==> src/pipr_pkg.sv <==
// Shared types and constants for the point-in-polygon ray test.
// No dependencies; imported by pipr_edge and the top level.
package pipr_pkg;

  // Working coordinate width: covers ray end minus any coordinate
  localparam int DW = 16;
  localparam int PW = 2 * DW;
  localparam int XW = PW + 1;

  typedef logic signed [DW-1:0] coord_t;
  typedef logic signed [PW-1:0] prod_t;
  typedef logic signed [XW-1:0] cross_t;

  // x of the far end of the ray, beyond every coordinate
  localparam coord_t RAY_END_X = coord_t'(10000);
  localparam int MIN_VERTS = 3;

  typedef struct packed {
    logic en;
    logic last;
  } edge_ctl_t;

  typedef struct packed {
    logic valid;
    logic last;
    logic meet;
    logic coll;
    logic inbox;
  } edge_res_t;

endpackage

==> src/pipr_cell.sv <==
// One vertex cell of the rotating vertex ring.
// Takes a write from the host or the neighbor's vertex on a shift; no package.
module pipr_cell #(
  parameter int COORD_BITS = 14
) (
  input  logic                  clk,
  input  logic                  wr_en,
  input  logic                  shift_en,
  input  logic [COORD_BITS-1:0] wr_x,
  input  logic [COORD_BITS-1:0] wr_y,
  input  logic [COORD_BITS-1:0] nb_x,
  input  logic [COORD_BITS-1:0] nb_y,
  output logic [COORD_BITS-1:0] x,
  output logic [COORD_BITS-1:0] y
);

  logic [COORD_BITS-1:0] x_r, y_r;

  // Load on write, advance from the neighbor on shift, else hold
  always_ff @(posedge clk) begin
    if (wr_en) begin
      x_r <= wr_x;
      y_r <= wr_y;
    end else if (shift_en) begin
      x_r <= nb_x;
      y_r <= nb_y;
    end
  end

  assign x = x_r;
  assign y = y_r;

endmodule

==> src/pipr_edge.sv <==
// Two-stage edge evaluator: ray/edge intersection and collinear test.
// Depends on pipr_pkg for coordinate types and the ray end constant.
module pipr_edge (
  input  logic               clk,
  input  logic               rst_n,
  input  pipr_pkg::edge_ctl_t ctl,
  input  pipr_pkg::coord_t   ax,
  input  pipr_pkg::coord_t   ay,
  input  pipr_pkg::coord_t   bx,
  input  pipr_pkg::coord_t   by,
  input  pipr_pkg::coord_t   px,
  input  pipr_pkg::coord_t   py,
  output pipr_pkg::edge_res_t res
);
  import pipr_pkg::*;

  coord_t dyab, dxab, dxpb, dypb, dxrb;
  logic   a_eq, a_lt, b_eq, b_lt, pbox_nxt, side_nxt, t34_nxt;
  prod_t  p1_r, p2_r, p3_r;
  logic   pbox_r, side_r, t34_r;
  edge_ctl_t ctl_r;
  cross_t c1, c2;
  logic   z1, z2, meet;
  edge_res_t res_r;

  // Stage 1: differences, products and the flags that need no product
  always_comb begin
    dyab = by - ay;
    dxab = bx - ax;
    dxpb = px - bx;
    dypb = py - by;
    dxrb = RAY_END_X - bx;
    a_eq = (ay == py);
    a_lt = (ay < py);
    b_eq = (by == py);
    b_lt = (by < py);
    // ray side turns differ when the endpoints sit differently about py
    t34_nxt = (a_eq != b_eq) || (a_lt != b_lt);
    // an endpoint on the ray at or right of the point
    side_nxt = (a_eq && (ax >= px)) || (b_eq && (bx >= px));
    pbox_nxt = ((px >= ax) || (px >= bx)) && ((px <= ax) || (px <= bx)) &&
               ((py >= ay) || (py >= by)) && ((py <= ay) || (py <= by));
  end

  always_ff @(posedge clk) begin
    p1_r   <= prod_t'(dyab) * prod_t'(dxpb);
    p2_r   <= prod_t'(dxab) * prod_t'(dypb);
    p3_r   <= prod_t'(dyab) * prod_t'(dxrb);
    pbox_r <= pbox_nxt;
    side_r <= side_nxt;
    t34_r  <= t34_nxt;
  end

  // Stage 2: orientation of point and ray end against the edge
  always_comb begin
    c1   = cross_t'(p1_r) - cross_t'(p2_r);
    c2   = cross_t'(p3_r) - cross_t'(p2_r);
    z1   = (c1 == '0);
    z2   = (c2 == '0);
    // the ray end lies beyond every vertex, so it never sits in the edge box
    meet = (((z1 != z2) || (c1[XW-1] != c2[XW-1])) && t34_r) ||
           (z1 && pbox_r) || side_r;
  end

  always_ff @(posedge clk) begin
    if (!rst_n) begin
      ctl_r       <= '0;
      res_r.valid <= 1'b0;
      res_r.last  <= 1'b0;
    end else begin
      ctl_r       <= ctl;
      res_r.valid <= ctl_r.en;
      res_r.last  <= ctl_r.last;
    end
    res_r.meet  <= meet;
    res_r.coll  <= meet && z1;
    res_r.inbox <= pbox_r;
  end

  assign res = res_r;

endmodule

==> src/point_in_polygon_ray_test_core.sv <==
// Point-in-polygon core: vertex ring of pipr_cell, pipr_edge evaluator, control.
// Depends on pipr_pkg, pipr_cell and pipr_edge.
//
// Usage:
//   Input words are taken when start is high and busy is low. A word with
//   in_action 0 writes vertex in_vertex_index in that same cycle and keeps
//   busy low. A word with in_action 1 queries point (in_coord_x, in_coord_y)
//   and raises busy.
//   A query rotates the vertex ring once, one cell per clock, handing one
//   edge per cycle to the two-stage edge evaluator. After the sweep the core
//   waits for the evaluator's last result, then raises the answer strobe
//   out_valid for one cycle, with busy low again in that cycle. The
//   receiver cannot hold the result off. A new query is taken only once
//   busy is low again; vertex writes keep busy low.
//   The vertex count register is written over cfg_valid/cfg_ready; the
//   user must write it only while idle, which the block itself does not
//   enforce. cfg_ready is always high. Counts above MAX_VERTICES saturate.
//   Reset clears control state and the count; vertex cells keep no reset
//   value and must be written before a query uses them.
module point_in_polygon_ray_test_core #(
  parameter int MAX_VERTICES = 64,
  parameter int COORD_BITS   = 14
) (
  input  logic        clk,
  input  logic        rst_n,
  input  logic        start,
  output logic        busy,
  input  logic        in_action,
  input  logic [5:0]  in_vertex_index,
  input  logic [13:0] in_coord_x,
  input  logic [13:0] in_coord_y,
  output logic        out_valid,
  output logic        out_inside_res,
  input  logic        cfg_valid,
  output logic        cfg_ready,
  input  logic [6:0]  cfg_vertex_count
);
  import pipr_pkg::*;

  localparam int SW   = $clog2(MAX_VERTICES);
  localparam int NW   = $clog2(MAX_VERTICES + 1);
  localparam int CMPW = (NW > 7) ? NW : 7;
  localparam logic [SW-1:0] LAST_STEP = SW'(MAX_VERTICES - 1);

  typedef enum logic [1:0] {S_IDLE, S_SWEEP, S_WAIT} state_t;

  state_t state_r;
  logic [6:0]    cfg_r;
  logic [SW-1:0] step_r;
  logic [NW-1:0] n_r, n_sat;
  logic          n_ok_r;
  logic [COORD_BITS-1:0] px_r, py_r, v0x_r, v0y_r;
  logic          par_r, dec_r, dres_r;
  logic          out_valid_r, out_res_r;

  logic [COORD_BITS-1:0] cx [MAX_VERTICES];
  logic [COORD_BITS-1:0] cy [MAX_VERTICES];

  logic      accept, query, shift_en, wrap;
  logic      par_nxt, dec_nxt, dres_nxt;
  edge_ctl_t ctl;
  edge_res_t eres;
  coord_t    ax, ay, bx, by, px, py;

  assign accept    = start && !busy;
  assign query     = accept && in_action;
  assign busy      = (state_r != S_IDLE);
  assign cfg_ready = 1'b1;
  assign shift_en  = (state_r == S_SWEEP);

  // Saturate the vertex count to the ring size
  assign n_sat = (CMPW'(cfg_r) > CMPW'(MAX_VERTICES)) ? NW'(MAX_VERTICES) : NW'(cfg_r);

  // Vertex ring: each cell takes its right neighbor on a shift
  for (genvar k = 0; k < MAX_VERTICES; k++) begin : g_cell
    logic wr_en;
    assign wr_en = accept && !in_action && (32'(in_vertex_index) == 32'(k));
    pipr_cell #(.COORD_BITS(COORD_BITS)) u_cell (
      .clk      (clk),
      .wr_en    (wr_en),
      .shift_en (shift_en),
      .wr_x     (in_coord_x[COORD_BITS-1:0]),
      .wr_y     (in_coord_y[COORD_BITS-1:0]),
      .nb_x     (cx[(k + 1) % MAX_VERTICES]),
      .nb_y     (cy[(k + 1) % MAX_VERTICES]),
      .x        (cx[k]),
      .y        (cy[k])
    );
  end

  // Present edge (v[i], v[i+1]); the closing edge uses the saved first vertex
  assign wrap = (NW'(step_r) == NW'(n_r - 1'b1));
  assign ax = coord_t'($signed(cx[0]));
  assign ay = coord_t'($signed(cy[0]));
  assign bx = wrap ? coord_t'($signed(v0x_r)) : coord_t'($signed(cx[1]));
  assign by = wrap ? coord_t'($signed(v0y_r)) : coord_t'($signed(cy[1]));
  assign px = coord_t'($signed(px_r));
  assign py = coord_t'($signed(py_r));
  assign ctl.en   = shift_en && (NW'(step_r) < n_r);
  assign ctl.last = shift_en && (step_r == LAST_STEP);

  pipr_edge u_edge (
    .clk   (clk),
    .rst_n (rst_n),
    .ctl   (ctl),
    .ax    (ax),
    .ay    (ay),
    .bx    (bx),
    .by    (by),
    .px    (px),
    .py    (py),
    .res   (eres)
  );

  // Fold in one edge: first collinear hit decides, else count crossings
  always_comb begin
    par_nxt  = par_r;
    dec_nxt  = dec_r;
    dres_nxt = dres_r;
    if (eres.valid && !dec_r && eres.meet) begin
      if (eres.coll) begin
        dec_nxt  = 1'b1;
        dres_nxt = eres.inbox;
      end else begin
        par_nxt = !par_r;
      end
    end
  end

  // Control state and registered result strobe
  always_ff @(posedge clk) begin
    if (!rst_n) begin
      state_r     <= S_IDLE;
      cfg_r       <= '0;
      out_valid_r <= 1'b0;
      step_r      <= '0;
    end else begin
      out_valid_r <= 1'b0;
      if (cfg_valid && cfg_ready) begin
        cfg_r <= cfg_vertex_count;
      end
      unique case (state_r)
        S_IDLE: begin
          if (query) begin
            state_r <= S_SWEEP;
            step_r  <= '0;
          end
        end
        S_SWEEP: begin
          step_r <= step_r + 1'b1;
          if (step_r == LAST_STEP) begin
            state_r <= S_WAIT;
          end
        end
        S_WAIT: begin
          if (eres.valid || eres.last) begin
            if (eres.last) begin
              state_r     <= S_IDLE;
              out_valid_r <= 1'b1;
            end
          end
        end
        default: state_r <= S_IDLE;
      endcase
    end
  end

  // Query payload and running answer
  always_ff @(posedge clk) begin
    if (query) begin
      px_r   <= in_coord_x[COORD_BITS-1:0];
      py_r   <= in_coord_y[COORD_BITS-1:0];
      v0x_r  <= cx[0];
      v0y_r  <= cy[0];
      n_r    <= n_sat;
      n_ok_r <= (n_sat >= NW'(MIN_VERTS));
      par_r  <= 1'b0;
      dec_r  <= 1'b0;
      dres_r <= 1'b0;
    end else begin
      par_r  <= par_nxt;
      dec_r  <= dec_nxt;
      dres_r <= dres_nxt;
    end
    if (eres.last) begin
      out_res_r <= n_ok_r && (dec_nxt ? dres_nxt : par_nxt);
    end
  end

  assign out_valid      = out_valid_r;
  assign out_inside_res = out_res_r;

endmodule

==> config.mk <==
export PLATFORM = sky130hd
export DESIGN_NAME = point_in_polygon_ray_test_core
export DESIGN_NICKNAME = d
export VERILOG_FILES = /design/src/pipr_pkg.sv /design/src/pipr_cell.sv /design/src/pipr_edge.sv /design/src/point_in_polygon_ray_test_core.sv
export SDC_FILE = /design/constraint.sdc
export NUM_CORES = 2
export LEC_CHECK = 0
export ABC_CLOCK_PERIOD_IN_PS = 20900
export BUFFER_PORTS_ARGS = -buffer_cell sky130_fd_sc_hd__clkbuf_2
export CAP_MARGIN = 25
export CORE_MARGIN = 2
export CORE_UTILIZATION = 60
export CTS_CLUSTER_DIAMETER = 40
export CTS_CLUSTER_SIZE = 24
export DETAILED_ROUTE_END_ITERATION = 6
export PLACE_DENSITY_LB_ADDON = 0.08
export SYNTH_ARGS = -nofsm -noshare
export SYNTH_HDL_FRONTEND = slang
export SYNTH_HIERARCHICAL = 1
export SYNTH_SLANG_ARGS = --single-unit
==> constraint.sdc <==
create_clock -name clk -period 20.9 [get_ports clk]
set_clock_uncertainty 0.05 [all_clocks]
set_input_delay 2.09 -clock clk [delete_from_list [all_inputs] [get_ports clk]]
set_output_delay 2.09 -clock clk [all_outputs]
set_load 0.05 [all_outputs]
# [Word-level counts from Yosys, hierarchy flattened]
# Index checks and enable logic that the tools add are counted.
[word_totals] latch_bits=0 elab_cells=700 ram_bits=0 n_memories=0 reg_bits=1982 mem_bits_ro=0 out_inout_bits=4 in_bits=46
[classes] n_shift=0 muxes=274 n_addsub=9 n_reduce_logical=167 n_div=0 order_cmp=15 multipliers=3 bitwise=0 n_eq_ne=77
[ops] cell="$mux W14" count=256
[ops] cell="$eq A6 B6 Y1 const B" count=33
[ops] cell="$reduce_bool A2 Y1" count=66
[ops] cell="$eq A6 B5 Y1 const B" count=16
[ops] cell="$mul A16 B16 Y32" count=3
[ops] cell="$logic_and A1 B1 Y1" count=80
[ops] cell="$logic_not A33 Y1" count=2
[ops] cell="$sub A32 B32 Y33" count=2
[ops] cell="$eq A6 B4 Y1 const B" count=8
[ops] cell="$ge A14 B14 Y1" count=3
[ops] cell="$ge A14 B16 Y1" count=2
[ops] cell="$le A14 B16 Y1" count=2
[ops] cell="$mux W16" count=2
[ops] cell="$sub A14 B16 Y16" count=2
[ops] cell="$sub A16 B14 Y16" count=2
[ops] cell="$le A14 B14 Y1" count=2
[ops] cell="$eq A6 B3 Y1 const B" count=4
[ops] cell="$eq A16 B14 Y1" count=1
[ops] cell="$ge A16 B14 Y1" count=1
[ops] cell="$lt A16 B14 Y1" count=1
[ops] cell="$sub A15 B16 Y16 const A" count=1
[ops] cell="$eq A14 B14 Y1" count=1
[ops] cell="$lt A14 B14 Y1" count=1
[ops] cell="$eq A6 B2 Y1 const B" count=2
[ops] cell="25 further kinds" count=52

# [Longest topological paths before layout]
[logic_depth] ltp_word=8 mapped_depth=48 depth_no_buf=45

# [Modules after synthesis]
# Netlist, hierarchy kept.
[modules_own_cells] module="pipr_cell" cells_each=60 instances=64 seq_area_each_um2=840.8 area_each_um2=1223.7
[modules_own_cells] module="pipr_edge" cells_each=4515 instances=1 seq_area_each_um2=2122.0 area_each_um2=38929.8
[modules_own_cells] module="point_in_polygon_ray_test_core" cells_each=341 instances=1 seq_area_each_um2=2332.2 area_each_um2=3983.8

# [Worst setup path after synthesis]
# Ideal clock, no wire load.
[synth_path] path_kind="register -> register" startpoint="register n_r[0]" endpoint="register u_edge.p2_r[31]" synth_period_minus_slack_ns=10.963 slack_ns=9.937 path_buffers=1 required_time_ns=20.778 arrival_time_ns=10.841 path_stages_with_launch=42 setup_time_ns=0.072 path_cell_list="edfxtp_1 inv_1 ha_1 nand2b_1 o211a_1 o31a_1 nor4_4 mux2_2 clkinv_1 buf_1 ha_1 inv_1 fa_1 a21o_1 a21oi_1 o21ai_0 a21oi_1 o21bai_1 [... 6 more ...] inv_1 fa_1 inv_1 fa_1 fa_1 fa_1 inv_1 fa_1 ha_1 and2_1 a221o_1 o41a_1 a41o_1 o31ai_2 o2111ai_1 a31o_2 a21oi_1 xnor2_1"
[synth_between] elab_chain_cells=5 word_cells_on_any_way=7 cone_classes="add/sub (3); mul (1); eq/ne (1); mux (2)"
[synth_lines] item="from (decl)" line="point_in_polygon_ray_test_core.sv:50" text="logic [NW-1:0] n_r, n_sat;"
[synth_lines] item="from (signal assigned)" line="point_in_polygon_ray_test_core.sv:175" text="n_r <= n_sat;"
[synth_lines] item="$sub A7 B1 Y7" line="point_in_polygon_ray_test_core.sv:92" text="assign wrap = (NW'(step_r) == NW'(n_r - 1'b1));"
[synth_lines] item="$eq A6 B7 Y1" line="point_in_polygon_ray_test_core.sv:92"
[synth_lines] item="$mux W16" line="point_in_polygon_ray_test_core.sv:95" text="assign bx = wrap ? coord_t'($signed(v0x_r)) : coord_t'($signed(cx[1]));"
[synth_lines] item="net bx[0]" line="point_in_polygon_ray_test_core.sv:63" text="coord_t ax, ay, bx, by, px, py;"
[synth_lines] item="$sub A16 B14 Y16" line="pipr_edge.sv:29" text="dxab = bx - ax;"
[synth_lines] item="$mul A16 B16 Y32" line="pipr_edge.sv:47" text="p2_r <= prod_t'(dxab) * prod_t'(dypb);"
[synth_lines] item="to (signal assigned)" line="pipr_edge.sv:47"
[synth_lines] item="to (decl)" line="pipr_edge.sv:19" text="prod_t p1_r, p2_r, p3_r;"
# The timed path passes the listed nets, and every way through them passes these cells.
# A chain may end at the register's enable or synchronous reset.

# [Worst setup path in the final report]
[layout_path] startpoint="register n_r[0]" endpoint="register u_edge.p1_r[31]"
[layout_between] elab_chain_cells=5 word_cells_on_any_way=7 cone_classes="add/sub (3); mul (1); eq/ne (1); mux (2)"
[layout_lines] item="$sub A7 B1 Y7" line="point_in_polygon_ray_test_core.sv:92"
[layout_lines] item="$eq A6 B7 Y1" line="point_in_polygon_ray_test_core.sv:92"
[layout_lines] item="$mux W16" line="point_in_polygon_ray_test_core.sv:96" text="assign by = wrap ? coord_t'($signed(v0y_r)) : coord_t'($signed(cy[1]));"
[layout_lines] item="net by[0]" line="point_in_polygon_ray_test_core.sv:63"
[layout_lines] item="$sub A16 B14 Y16" line="pipr_edge.sv:28" text="dyab = by - ay;"
[layout_lines] item="$mul A16 B16 Y32" line="pipr_edge.sv:46" text="p1_r <= prod_t'(dyab) * prod_t'(dxpb);"
[layout_lines] item="to (signal assigned)" line="pipr_edge.sv:46"
[layout_lines] item="to (decl)" line="pipr_edge.sv:19"
# The timed path passes the listed nets, and every way through them passes these cells.

==> impl_metrics.csv <==
group,metric,value,unit
synthesis,synth_edf_count,1857,
global_routing,grt_max_degree,66,
worst_setup_path,rrSetupSlack,8.20,ns
synthesis,syn_avg_cell_area,13.94,sq um
status,outcome,"finished, final reports clean",
sta,finalSetupViolCount,0,
die,io_pins,50,
synthesis,synth_seq_area_share,48.06,%
placed_design,io_buffers,48,
sta,hold_viol,0,
worst_setup_path,critPathMaxFanout,28,
synthesis,ys_top_cells_by_area,"edfxtp_1, fa_1, mux2_2",
worst_setup_path,endpoint_kind,"register",
routing,wire_per_inst,26.29,microns
global_routing,antenna_found_initial,13,
global_routing,grt_pass1_vias,74230,
worst_setup_path,critPathMostFrequentCell,"fa_1",
die,rows,164,
routing,ant_nets,0,
cells_and_area,nNetsFinal,10220,
sta,fin_crit_sh,60.76,%
routing,detail_route.wirelength,311700,microns
placed_design,hpwl,210000,microns
min_path,hold_path.class,"register to register",
synthesis,syn-num-nets,9948,
sta,setup_tns,0,ns
sta,period_minus_slack,12.70,ns
routing,vias,70960,
routing,drt_first_pass_iters,5,
synthesis,synth_top_area_share,46.00,%
die,die_h,453.5,microns
routing,drc,0,
global_routing,grt_pass1_wl,471200,microns
worst_setup_path,critPathBufInv,7,
clocking,clk_latency,0.91,ns
clocking,clockBufferDepth,4,
clocking,cts_root_buf,"clkbuf_16",
clocking,clk_pin_slew,0.05,ns
worst_setup_path,arrival,13.40,ns
synthesis,yosysWarnings,6,
clocking,postCtsHoldBufs,0,
clocking,post_cts_resize_count,0,
cells_and_area,layout-drive-gt1-share,29.91,%
sta,worstMarginPinSlew,1.187,ns
routing,drt_iter0_markers,6494,
global_routing,grt.total_usage,30.66,%
synthesis,post-synth-top-area-cell,"edfxtp_1",
clocking,cts_tree,"done",
sta,rsz0062_at_grt,"no",
clocking,clock_sinks,1982,
sta,slew_headroom,20.11,%
worst_setup_path,worstPathRequired,21.60,ns
synthesis,ys_types,95,
flow_run,cap_violations,0,
synthesis,synthCells,8696,
worst_setup_path,cpPeakStageDelay,0.85,ns
worst_setup_path,crit_type,"register to register",
routing,vias_per_cell,5.985,
placed_design,gp_congestion,0.9699,
worst_setup_path,crit_path_top_delay_cell,"or3_1",
synthesis,ys_seq_elements,1982,
global_routing,grt.overflow.total,0,
cells_and_area,area_growth,11.99,%
sta,max_freq,78.75,MHz
die,die_area,205700,sq um
worst_setup_path,crit_family,"compound AO/OA/AOI/OAI gates",
sta,drv_slew,0,
die,core,200300,sq um
worst_setup_path,startpoint_type,"register",
clocking,cts_buffers,306,
cells_and_area,multi_input_area,57540,sq um
cells_and_area,regArea,58270,sq um
synthesis,synth-async-reset-ratio,0,%
synthesis,syn_area,121200,sq um
cells_and_area,fillers,14030,
die,start_util,60.53,%
die,die_x,453.5,microns
synthesis,synth_top_flop_cell,"edfxtp_1",
clocking,cts_setup_buffers,0,
clocking,htree_num_levels,5,
## registers in the layout, indices dropped and copies added, names as in the netlist, 2 cells and up
name,count
px_r,14
u_edge/p3_r,32
g_cell.u_cell/y,896
g_cell.u_cell/x,896
cfg_r,7
state_r,2
u_edge/ctl_r,2
n_r,7
u_edge/res,5
v0y_r,14
u_edge/p2_r,32
py_r,14
u_edge/p1_r,32
step_r,6
v0x_r,14
## path summary, 6_finish.rpt
kind | from | to | cells past startpoint
max | n_r[0] | u_edge/p1_r[31] | 42
min | u_edge/pbox_r | u_edge/res[0] | 0
max reg2reg | n_r[0] | u_edge/p1_r[31] | 42
min reg2reg | u_edge/pbox_r | u_edge/res[0] | 0
## routing by layer
layer	up-vias	global-route usage [%]	wire length, microns
met5	-	0	0
met4	0	9.930	9782
met3	528	6.143	24840
met2	2757	47.66	143000
met1	36650	43.57	134000
li1	31030	-	-
## cell usage after synthesis, types with 19 or more instances
cell / n
nand3_1: 45
dfxtp_1: 125
a21oi_1: 143
edfxtp_1: 1857
buf_2: 73
clkbuf_1: 109
nor3_1: 56
o21a_1: 41
xor2_1: 61
and3_1: 28
mux2_4: 596
or3_1: 19
nand4_1: 36
or2_1: 65
nand2b_1: 52
a21o_1: 73
inv_1: 1003
nor2_1: 509
or2_2: 19
fa_1: 790
nor2b_1: 64
a31oi_1: 22
and2_1: 88
buf_6: 130
mux2_2: 1225
nand2_1: 506
xnor2_1: 174
ha_1: 416
o21ai_0: 93
o21bai_1: 24
## metrics by stage
stage          utilization [%]  worst slack (ns)  std cells  area [sq um]  hold slack, ns
2_1_floorplan                -             9.937       8696        121200          0.3011
3_3_place_gp             62.18             8.295      11260        124500          0.3647
3_5_place_dp             62.53             8.220      11290        125200          0.3840
4_1_cts                  67.58             8.194      11830        135300          0.3846
5_1_grt                  67.79             7.291      11850        135800          0.3842
6_report                 67.79             8.201      11860        135800          0.3739
## placed cells by master (no fill, tap or decap), drive strengths merged, types with 22 or more instances in the layout
cell	instances
nor2	509
inv	1061
o21a	42
nor2b	64
a21oi	147
edfxtp	1857
nand2b	52
or2	85
bufinv	27
ha	416
mux2	1821
nand2	506
a31oi	22
and3	28
buf	258
o21bai	24
fa	790
clkbuf	354
and2	88
clkinv	83
xor2	61
o21ai	101
a21o	73
dfxtp	125
clkinvlp	33
nor3	57
nand3	45
nand4	36
xnor2	174
## layout make-up
cell class | instances | share of cell area [%]
sequential | 1982 | 42.92
multi-input combinational | 5392 | 42.38
inverter | 1004 | 2.776
clock inverter | 200 | 1.604
tap | 2656 | 2.448
clock buffer | 334 | 5.834
antenna | 11 | 0.02027
timing repair buffer | 278 | 2.020
## logic make-up (layout without fill, tap and decap cells)
family | Yosys count | in the layout | share of synthesized area [%]
flip-flops | 1982 | 1982 | 48.06
multiplexers | 1839 | 1839 | 18.91
AND/OR/NAND/NOR | 1542 | 1542 | 5.844
buffers and inverters | 1322 | 1816 | 4.978
adder cells (fa/ha/maj) | 1206 | 1206 | 17.34
AO/OA/AOI/OAI | 569 | 569 | 3.167
XOR/XNOR | 235 | 235 | 1.698
other | 1 | 12 | 0.003093
Power is left out: the tool's default activity adds up to more than one toggle a clock period on the data nets, which glitch-free logic cannot reach.
